File: config.mk
export PLATFORM = sky130hd
export DESIGN_NAME = window_average_min_max_unit
export DESIGN_NICKNAME = d
export VERILOG_FILES = /design/src/design/wamm_pkg.sv /design/src/design/window_average_min_max_unit.sv /design/src/design/wamm_ctrl.sv /design/src/design/wamm_datapath.sv
export SDC_FILE = /design/constraint.sdc
export NUM_CORES = 1
export LEC_CHECK = 0
export ABC_CLOCK_PERIOD_IN_PS = 11500
export BUFFER_PORTS_ARGS = -buffer_cell sky130_fd_sc_hd__buf_2
export CORE_ASPECT_RATIO = 0.9
export CORE_UTILIZATION = 55
export CTS_CLUSTER_SIZE = 25
export DETAILED_ROUTE_END_ITERATION = 8
export PLACE_DENSITY_LB_ADDON = 0.1
export SLEW_MARGIN = 15
export SYNTH_ARGS = -nofsm -noshare
export SYNTH_HDL_FRONTEND = slang
export SYNTH_HIERARCHICAL = 1
export SYNTH_SLANG_ARGS = --single-unit
export TNS_END_PERCENT = 50
File: constraint.sdc
create_clock -name clk -period 11.5 [get_ports clk]
set_input_delay 0 -clock clk [delete_from_list [all_inputs] [get_ports clk]]
set_output_delay 0 -clock clk [all_outputs]
set_load 0.01 [all_outputs]
File: src/design/wamm_pkg.sv
package wamm_pkg;

  localparam int SampleW = 16;
  localparam logic [SampleW-1:0] SampleMax = 16'hffff;

  // controller to datapath
  typedef struct packed {
    logic load;      // take the new sample, reset the accumulators
    logic read;      // issue one ring read and step the scan index
    logic mul;       // multiply the sum by the reciprocal of the window
    logic out_load;  // move the result into the output register
  } cmd_t;

  // datapath to controller
  typedef struct packed {
    logic idx_last;  // scan index is on the last ring entry
    logic out_busy;  // output register holds a transaction not yet taken
  } status_t;

endpackage

File: src/design/window_average_min_max_unit.sv
// Moving average with window minimum and maximum. Every input transaction
// carries one unsigned 16-bit sample, which is written into a ring of WINDOW
// entries at a wrapping write position; the unit then returns one output
// transaction with the truncated mean, the largest and the smallest of all
// WINDOW entries. The ring reads as all zeros after reset, so until WINDOW
// samples have gone in, the unwritten entries count as zeros (smallest stays
// 0 and the mean is pulled down). From acceptance to a loaded result, each
// sample goes through these steps: write the ring, scan it through its single
// read port, let the last read reach the accumulators, form the mean with a
// reciprocal multiply, and load the output register. The output register
// lets the next sample be accepted while a result still waits to be taken;
// a result is only blocked from loading while the previous one sits
// stalled.
module window_average_min_max_unit #(
  parameter int WINDOW = 8  // ring depth, 2 to 256
) (
  input  logic                         clk,
  input  logic                         rst,
  input  logic                         in_valid,
  output logic                         in_stall,
  input  logic [wamm_pkg::SampleW-1:0] sample,
  output logic                         out_valid,
  input  logic                         out_stall,
  output logic [wamm_pkg::SampleW-1:0] mean,
  output logic [wamm_pkg::SampleW-1:0] largest,
  output logic [wamm_pkg::SampleW-1:0] smallest
);
  import wamm_pkg::*;

  cmd_t    cmd;
  status_t status;

  // sequencing: accept, scan, multiply, hand off
  wamm_ctrl u_ctrl (
    .clk      (clk),
    .rst      (rst),
    .in_valid (in_valid),
    .in_stall (in_stall),
    .status   (status),
    .cmd      (cmd)
  );

  // ring, accumulators, reciprocal multiply and output register
  wamm_datapath #(
    .WINDOW (WINDOW)
  ) u_datapath (
    .clk       (clk),
    .rst       (rst),
    .cmd       (cmd),
    .status    (status),
    .sample    (sample),
    .out_valid (out_valid),
    .out_stall (out_stall),
    .mean      (mean),
    .largest   (largest),
    .smallest  (smallest)
  );

endmodule

File: src/design/wamm_ctrl.sv
module wamm_ctrl (
  input  logic              clk,
  input  logic              rst,
  input  logic              in_valid,
  output logic              in_stall,
  input  wamm_pkg::status_t status,
  output wamm_pkg::cmd_t    cmd
);
  import wamm_pkg::*;

  typedef enum logic [4:0] {
    ST_IDLE  = 5'b00001,
    ST_SCAN  = 5'b00010,
    ST_DRAIN = 5'b00100,
    ST_MUL   = 5'b01000,
    ST_OUT   = 5'b10000
  } state_t;

  state_t state;
  state_t state_next;

  always_ff @(posedge clk) begin
    if (rst) begin
      state <= ST_IDLE;
    end else begin
      state <= state_next;
    end
  end

  assign in_stall = (state != ST_IDLE);

  always_comb begin
    state_next   = state;
    cmd          = '0;
    case (state)
      ST_IDLE: begin
        if (in_valid) begin
          cmd.load   = 1'b1;
          state_next = ST_SCAN;
        end
      end
      ST_SCAN: begin
        cmd.read = 1'b1;
        if (status.idx_last) begin
          state_next = ST_DRAIN;
        end
      end
      // last read word lands in the accumulators
      ST_DRAIN: begin
        state_next = ST_MUL;
      end
      ST_MUL: begin
        cmd.mul    = 1'b1;
        state_next = ST_OUT;
      end
      ST_OUT: begin
        if (!status.out_busy) begin
          cmd.out_load = 1'b1;
          state_next   = ST_IDLE;
        end
      end
      default: begin
        state_next = ST_IDLE;
      end
    endcase
  end

endmodule

File: src/design/wamm_datapath.sv
module wamm_datapath #(
  parameter int WINDOW = 8
) (
  input  logic                           clk,
  input  logic                           rst,
  input  wamm_pkg::cmd_t                 cmd,
  output wamm_pkg::status_t              status,
  input  logic [wamm_pkg::SampleW-1:0]   sample,
  output logic                           out_valid,
  input  logic                           out_stall,
  output logic [wamm_pkg::SampleW-1:0]   mean,
  output logic [wamm_pkg::SampleW-1:0]   largest,
  output logic [wamm_pkg::SampleW-1:0]   smallest
);
  import wamm_pkg::*;

  localparam int IdxW   = $clog2(WINDOW);
  localparam int SumW   = SampleW + IdxW;
  localparam int RecipW = SumW + 1;
  localparam int Shift  = SumW + IdxW;
  localparam int ProdW  = SumW + RecipW;
  // ceil(2^Shift / WINDOW): exact floor division for any SumW-bit sum
  localparam logic [63:0] Recip64 = ((64'd1 << Shift) + 64'(WINDOW) - 64'd1) / 64'(WINDOW);
  localparam logic [RecipW-1:0] Recip = RecipW'(Recip64);
  localparam logic [IdxW-1:0] IdxLast = IdxW'(WINDOW - 1);

  logic [SampleW-1:0] ring [WINDOW];
  logic [WINDOW-1:0]  ring_vld;
  logic [IdxW-1:0]    pos;
  logic [IdxW-1:0]    idx;
  logic [SampleW-1:0] rd_data;
  logic               rd_ok;
  logic               rd_live;
  logic [SampleW-1:0] entry;
  logic [SumW-1:0]    sum;
  logic [SampleW-1:0] hi;
  logic [SampleW-1:0] lo;
  logic [ProdW-1:0]   prod;

  assign status.idx_last = (idx == IdxLast);
  assign status.out_busy = out_valid && out_stall;

  // ring storage, one write and one registered read per cycle
  always_ff @(posedge clk) begin
    if (cmd.load) begin
      ring[pos] <= sample;
    end
    rd_data <= ring[idx];
  end

  // entries never written read as zero
  always_ff @(posedge clk) begin
    if (rst) begin
      ring_vld <= '0;
      pos      <= '0;
      idx      <= '0;
      rd_live  <= 1'b0;
      rd_ok    <= 1'b0;
    end else begin
      rd_live <= cmd.read;
      rd_ok   <= ring_vld[idx];
      if (cmd.load) begin
        ring_vld[pos] <= 1'b1;
        pos           <= (pos == IdxLast) ? '0 : pos + 1'b1;
        idx           <= '0;
      end else if (cmd.read) begin
        idx <= (idx == IdxLast) ? '0 : idx + 1'b1;
      end
    end
  end

  assign entry = rd_ok ? rd_data : '0;

  always_ff @(posedge clk) begin
    if (cmd.load) begin
      sum <= '0;
      hi  <= '0;
      lo  <= SampleMax;
    end else if (rd_live) begin
      sum <= sum + SumW'(entry);
      if (entry > hi) begin
        hi <= entry;
      end
      if (entry < lo) begin
        lo <= entry;
      end
    end
    if (cmd.mul) begin
      prod <= ProdW'(sum) * ProdW'(Recip);
    end
  end

  // output register
  always_ff @(posedge clk) begin
    if (rst) begin
      out_valid <= 1'b0;
    end else if (cmd.out_load) begin
      out_valid <= 1'b1;
    end else if (out_valid && !out_stall) begin
      out_valid <= 1'b0;
    end
  end

  always_ff @(posedge clk) begin
    if (cmd.out_load) begin
      mean     <= prod[Shift +: SampleW];
      largest  <= hi;
      smallest <= lo;
    end
  end

endmodule

==> impl_results.html <==
<table>
<tr><th>Metric</th><th>Value</th></tr>
<tr><th colspan="2">Run status</th></tr>
<tr><td>Outcome</td><td>finished, final reports clean</td></tr>
<tr><th colspan="2">Final layout</th></tr>
<tr><td>Area of all placed cells without fillers</td><td>13600 µm²</td></tr>
<tr><td>Ratio of cells with drive above 1 in the final layout</td><td>21.1%</td></tr>
<tr><td>Post-Layout Cell Count</td><td>1255</td></tr>
<tr><td>End-of-flow core utilization</td><td>64.9%</td></tr>
<tr><td>Diodes inserted</td><td>0</td></tr>
<tr><td>Sequential Area</td><td>7550 µm²</td></tr>
<tr><td>Area of the multi-input gates</td><td>4050 µm²</td></tr>
<tr><td>Number of fill cells</td><td>1514</td></tr>
<tr><td>Area growth from synthesis to layout</td><td>14.5%</td></tr>
<tr><td>Number of nets in the layout</td><td>1002</td></tr>
<tr><th colspan="2">Worst setup path</th></tr>
<tr><td>Critical path startpoint</td><td>u_datapath/rd_ok</td></tr>
<tr><td>Most common cell type on the critical path</td><td>sky130_fd_sc_hd__ha_1</td></tr>
<tr><td>Largest fanout on the critical path</td><td>37</td></tr>
<tr><td>Required time at the endpoint of the critical path</td><td>11970 ps</td></tr>
<tr><td>Sort of element at the start of the critical path</td><td>flop</td></tr>
<tr><td>Worst path cell trace</td><td>buf_4, nand2_1, inv_1, ha_1, ha_1, a21o_1, a21oi_1, a211oi_2, a31oi_4, a31oi_1, a211oi_1, or4_1, a211o_1, nand3_2</td></tr>
<tr><td>Setup slack, reg-to-reg</td><td>8040 ps</td></tr>
<tr><td>CP endpoint kind</td><td>flop</td></tr>
<tr><td>Slowest stage cell on the critical path</td><td>sky130_fd_sc_hd__or4_1</td></tr>
<tr><td>Data arrival at the endpoint of the critical path</td><td>3930 ps</td></tr>
<tr><td>Worst setup path class</td><td>reg -&gt; reg</td></tr>
<tr><td>Endpoint of the worst register-to-register path</td><td>u_datapath/sum[14]</td></tr>
<tr><td>Largest stage delay, worst path</td><td>540 ps</td></tr>
<tr><td>Critical register-to-register path startpoint</td><td>u_datapath/rd_ok</td></tr>
<tr><td>Path depth of the worst reg2reg path</td><td>14</td></tr>
<tr><th colspan="2">Synth</th></tr>
<tr><td>Share of the synthesized area in the top cell type</td><td>48.5%</td></tr>
<tr><td>Top cells by area in the synthesized netlist</td><td>sky130_fd_sc_hd__edfxtp_1, sky130_fd_sc_hd__dfxtp_1, sky130_fd_sc_hd__mux4_2</td></tr>
<tr><td>Sequential cell area fraction in the yosys report</td><td>63.5%</td></tr>
<tr><td>Most frequent cell after synthesis</td><td>sky130_fd_sc_hd__edfxtp_1</td></tr>
<tr><td>Average size of a mapped cell</td><td>13.8 µm²</td></tr>
<tr><td>Count of unique library cells instantiated by Yosys</td><td>76</td></tr>
<tr><td>Gate count after technology mapping</td><td>863</td></tr>
<tr><td>Largest area contributor in the netlist</td><td>sky130_fd_sc_hd__edfxtp_1</td></tr>
<tr><td>Post-synthesis async set-or-reset flop share</td><td>0%</td></tr>
<tr><td>Synth Flop Type</td><td>sky130_fd_sc_hd__edfxtp_1</td></tr>
<tr><td>Ranking of synthesized cells by instance count</td><td>sky130_fd_sc_hd__edfxtp_1, sky130_fd_sc_hd__nor2_1, sky130_fd_sc_hd__dfxtp_1</td></tr>
<tr><td>Syn. warnings</td><td>6</td></tr>
<tr><td>Register bit count reported by yosys</td><td>281</td></tr>
<tr><td>Number of enable-type register cells in the synthesized netlist</td><td>192</td></tr>
<tr><td>Post-synth design cell area</td><td>11900 µm²</td></tr>
<tr><td>Net count after synthesis</td><td>917</td></tr>
<tr><th colspan="2">Worst hold path</th></tr>
<tr><td>Endpoint, Worst Hold</td><td>u_datapath/ring[3][11]</td></tr>
<tr><td>Hold Crit Start</td><td>sample[11]</td></tr>
<tr><td>Cell depth of the worst hold path</td><td>2</td></tr>
<tr><td>Hold crit path type</td><td>in -&gt; reg</td></tr>
<tr><th colspan="2">Power and ir drop</th></tr>
<tr><td>Relative contribution of sequential cells to total power</td><td>52.1%</td></tr>
<tr><td>Clk network pwr share</td><td>41.3%</td></tr>
<tr><td>Internal power</td><td>0.00170 W</td></tr>
<tr><td>Leakage</td><td>4.97 nW</td></tr>
<tr><td>Pwr per Cell Area</td><td>159 nW/µm²</td></tr>
<tr><td>P_sw</td><td>0.000466 W</td></tr>
<tr><td>Net switching share of the total power</td><td>21.5%</td></tr>
<tr><td>Overall power after layout</td><td>0.00216 W</td></tr>
<tr><td>Peak supply drop</td><td>0.121 mV</td></tr>
<tr><td>Fraction of power consumed by combinational cells</td><td>6.7%</td></tr>
<tr><th colspan="2">Timing</th></tr>
<tr><td>Highest Clock Rate</td><td>289 MHz</td></tr>
<tr><td>Slew at the pin closest to its max-slew limit</td><td>1190 ps</td></tr>
<tr><td>Number of hold-slack violations in the final timing report</td><td>0</td></tr>
<tr><td>Setup repair after global routing missed its margin</td><td>no</td></tr>
<tr><td>Number of pins with negative max-slew slack in the final report</td><td>0</td></tr>
<tr><td>Worst slew margin relative to its limit</td><td>20.5%</td></tr>
<tr><td>Setup_tns</td><td>0 ps</td></tr>
<tr><td>Final setup violating endpoints</td><td>0</td></tr>
<tr><td>Largest clock skew in the final design</td><td>22.9 ps</td></tr>
<tr><td>Final cycle utilization of the critical path</td><td>30.1%</td></tr>
<tr><td>Final critical-path required period</td><td>3460 ps</td></tr>
<tr><th colspan="2">Floorplan</th></tr>
<tr><td>Die X-Extent</td><td>157 µm</td></tr>
<tr><td>Number of ports placed on the die boundary</td><td>70</td></tr>
<tr><td>Initial core utilization</td><td>56.7%</td></tr>
<tr><td>Total core area</td><td>21000 µm²</td></tr>
<tr><td>Die area</td><td>22200 µm²</td></tr>
<tr><td>Number of rows in the core area</td><td>50</td></tr>
<tr><td>Y dimension of the die</td><td>141 µm</td></tr>
<tr><th colspan="2">Clock tree</th></tr>
<tr><td>Clock tree from TritonCTS</td><td>built</td></tr>
<tr><td>Number of sinks handled by clock tree synthesis</td><td>281</td></tr>
<tr><td>Longest Clk Path Bufs</td><td>3</td></tr>
<tr><td>Number of buffers inserted during clock tree synthesis</td><td>28</td></tr>
<tr><td>Clock transition at path regs</td><td>60 ps</td></tr>
<tr><td>Post-cts resize count</td><td>0</td></tr>
<tr><td>Root cell of the clock tree</td><td>sky130_fd_sc_hd__clkbuf_16</td></tr>
<tr><td>Level count of the clock H-tree</td><td>1</td></tr>
<tr><td>Insertion delay of the later-clocked pin in the worst-skew pair</td><td>540 ps</td></tr>
<tr><th colspan="2">GRT</th></tr>
<tr><td>Total overflow reported by the global router</td><td>0</td></tr>
<tr><td>Via count of the first global-routing pass</td><td>7044</td></tr>
<tr><td>Global-route wire length before repair</td><td>37.0 mm</td></tr>
<tr><td>All-layer global routing usage</td><td>21.8%</td></tr>
<tr><td>Pin count of the biggest net entering global routing</td><td>66</td></tr>
<tr><td>Number of antenna violations at the first check in global routing</td><td>0</td></tr>
<tr><th colspan="2">Route</th></tr>
<tr><td>Final WL</td><td>23.2 mm</td></tr>
<tr><td>Via count</td><td>7121</td></tr>
<tr><td>Number of vias per cell after detailed routing</td><td>5.67</td></tr>
<tr><td>Average wire length per cell after detail routing</td><td>18.5 µm</td></tr>
<tr><td>Drt drc</td><td>0</td></tr>
<tr><td>Number of antenna-violating nets in the routed design</td><td>0</td></tr>
<tr><td>Drt pass-1 iters</td><td>5</td></tr>
<tr><td>First-iteration detailed-routing DRC count</td><td>554</td></tr>
<tr><th colspan="2">Placed design</th></tr>
<tr><td>Count of input and output buffers</td><td>69</td></tr>
<tr><td>Cell area reported after detailed placement</td><td>12500 µm²</td></tr>
<tr><td>Cell total after placement</td><td>1184</td></tr>
<tr><td>Routability congestion estimate from global placement</td><td>0.894</td></tr>
<tr><td>DPL Wire Length</td><td>14.7 mm</td></tr>
<tr><th colspan="2">Flow run</th></tr>
<tr><td>Count of maximum capacitance violations</td><td>0</td></tr>
</table>
==> layout make-up <==
| cell class | count | share of cell area, % |
|---|---|---|
| well taps | 286 | 2.63 |
| flip-flops and latches | 281 | 55.5 |
| clock buffers | 41 | 5.66 |
| inverters | 33 | 0.911 |
| clock inverters | 10 | 1.04 |
| multi-input cells | 506 | 29.8 |
| repair buffers | 98 | 4.51 |
==> state kept, by name (all words and copies together) (netlist names), 16 cells and up <==
signal               flops
u_datapath/hi           16
u_datapath/largest      16
u_datapath/lo           16
u_datapath/mean         16
u_datapath/prod         16
u_datapath/rd_data      16
u_datapath/ring        128
u_datapath/smallest     16
u_datapath/sum          19
==> worst max-delay path, delay by kind of cell (launching register included) <==
family | cells | cell delay, ps
buf+inv | 2 | 450
flops | 1 | 310
simple gates | 3 | 760
fa+ha+maj | 2 | 500
compound gates | 7 | 1380
==> layer usage <==
layer / track usage, % / routed length, µm / share of wire [%]
met1: 28.8 / 10100 / 43
met2: 36.9 / 11300 / 49
met3: 3.70 / 1230 / 5.3
met4: 6.66 / 550 / 2.4
met5: 0 / 0 / 0
==> worst max-delay path by stage <==
| stage | to | slack [ps] | depth (start not counted) |
|---|---|---|---|
| after floorplan | u_datapath/largest[0] | 6980 | 2 |
| after global placement | u_datapath/sum[14] | 8170 | 14 |
| after detailed placement | u_datapath/sum[14] | 8110 | 14 |
| after CTS | u_datapath/sum[14] | 8070 | 14 |
| after global routing | u_datapath/sum[16] | 7770 | 14 |
| final | u_datapath/sum[14] | 8040 | 14 |
==> logic make-up after synthesis <==
logic type	synth area share (%)
xor gates and xnor gates	1.55
adders and majority gates	4.01
and+or+nand+nor	9.76
DFF	63.5
muxes	10.2
buffers and inverters	2.94
AOI/OAI and AO/OA	8.07
==> cells in the final DEF, fill, tap and decap left out, types with 3 or more instances in the layout <==
cell	netlist	final
sky130_fd_sc_hd__o211ai_1	5	5
sky130_fd_sc_hd__or2_2	3	3
sky130_fd_sc_hd__clkinv_2	0	4
sky130_fd_sc_hd__nand3_1	11	11
sky130_fd_sc_hd__a211oi_1	6	6
sky130_fd_sc_hd__mux2i_1	26	26
sky130_fd_sc_hd__bufinv_16	0	3
sky130_fd_sc_hd__or3_1	3	3
sky130_fd_sc_hd__dlygate4sd3_1	0	20
sky130_fd_sc_hd__inv_1	33	33
sky130_fd_sc_hd__nand2_1	39	39
sky130_fd_sc_hd__nor2_1	102	95
sky130_fd_sc_hd__maj3_1	4	4
sky130_fd_sc_hd__nand2b_1	10	10
sky130_fd_sc_hd__nor2_2	1	6
sky130_fd_sc_hd__dfxtp_1	89	88
sky130_fd_sc_hd__a31oi_1	7	7
sky130_fd_sc_hd__o21a_1	3	3
sky130_fd_sc_hd__o21ai_0	20	20
sky130_fd_sc_hd__edfxtp_1	192	192
sky130_fd_sc_hd__a211o_1	13	13
sky130_fd_sc_hd__xnor2_1	19	19
sky130_fd_sc_hd__or4_1	4	4
sky130_fd_sc_hd__ha_1	34	34
sky130_fd_sc_hd__and3_1	5	5
sky130_fd_sc_hd__mux2_2	16	16
sky130_fd_sc_hd__buf_4	2	9
sky130_fd_sc_hd__a21o_1	6	6
sky130_fd_sc_hd__clkbuf_1	23	11
sky130_fd_sc_hd__mux4_2	34	34
sky130_fd_sc_hd__and2_1	16	16
sky130_fd_sc_hd__a21oi_1	36	36
sky130_fd_sc_hd__nor3_1	16	13
sky130_fd_sc_hd__nand4_1	10	10
sky130_fd_sc_hd__buf_2	6	69
sky130_fd_sc_hd__and2_4	3	3
sky130_fd_sc_hd__clkbuf_16	0	28
==> power by group through the flow <==
stage	logic (W)	clock network (W)	registers (W)
2_1_floorplan	0.000106	0	0.00114
3_3_place_gp	0.000135	0	0.00114
3_5_place_dp	0.000139	0	0.00115
4_1_cts	0.000145	0.000912	0.00113
5_1_grt	0.000161	0.000947	0.00113
6_report	0.000144	0.000892	0.00113
==> stage by stage <==
step / hold slack [ps] / worst slack, ps
detailed placement: 267 / 8110
floorplan: 76.0 / 6980
global placement: 254 / 8170
global route: 252 / 7770
CTS: 237 / 8070
finish: 256 / 8040
==> timing repair <==
| action | in CTS | in global routing |
|---|---|---|
| setup buffers | 0 | 0 |
| hold buffers | 20 | 0 |
| endpoints found under the hold margin | 151 | 0 |
Note: power is estimated with default switching activity, not from simulation.
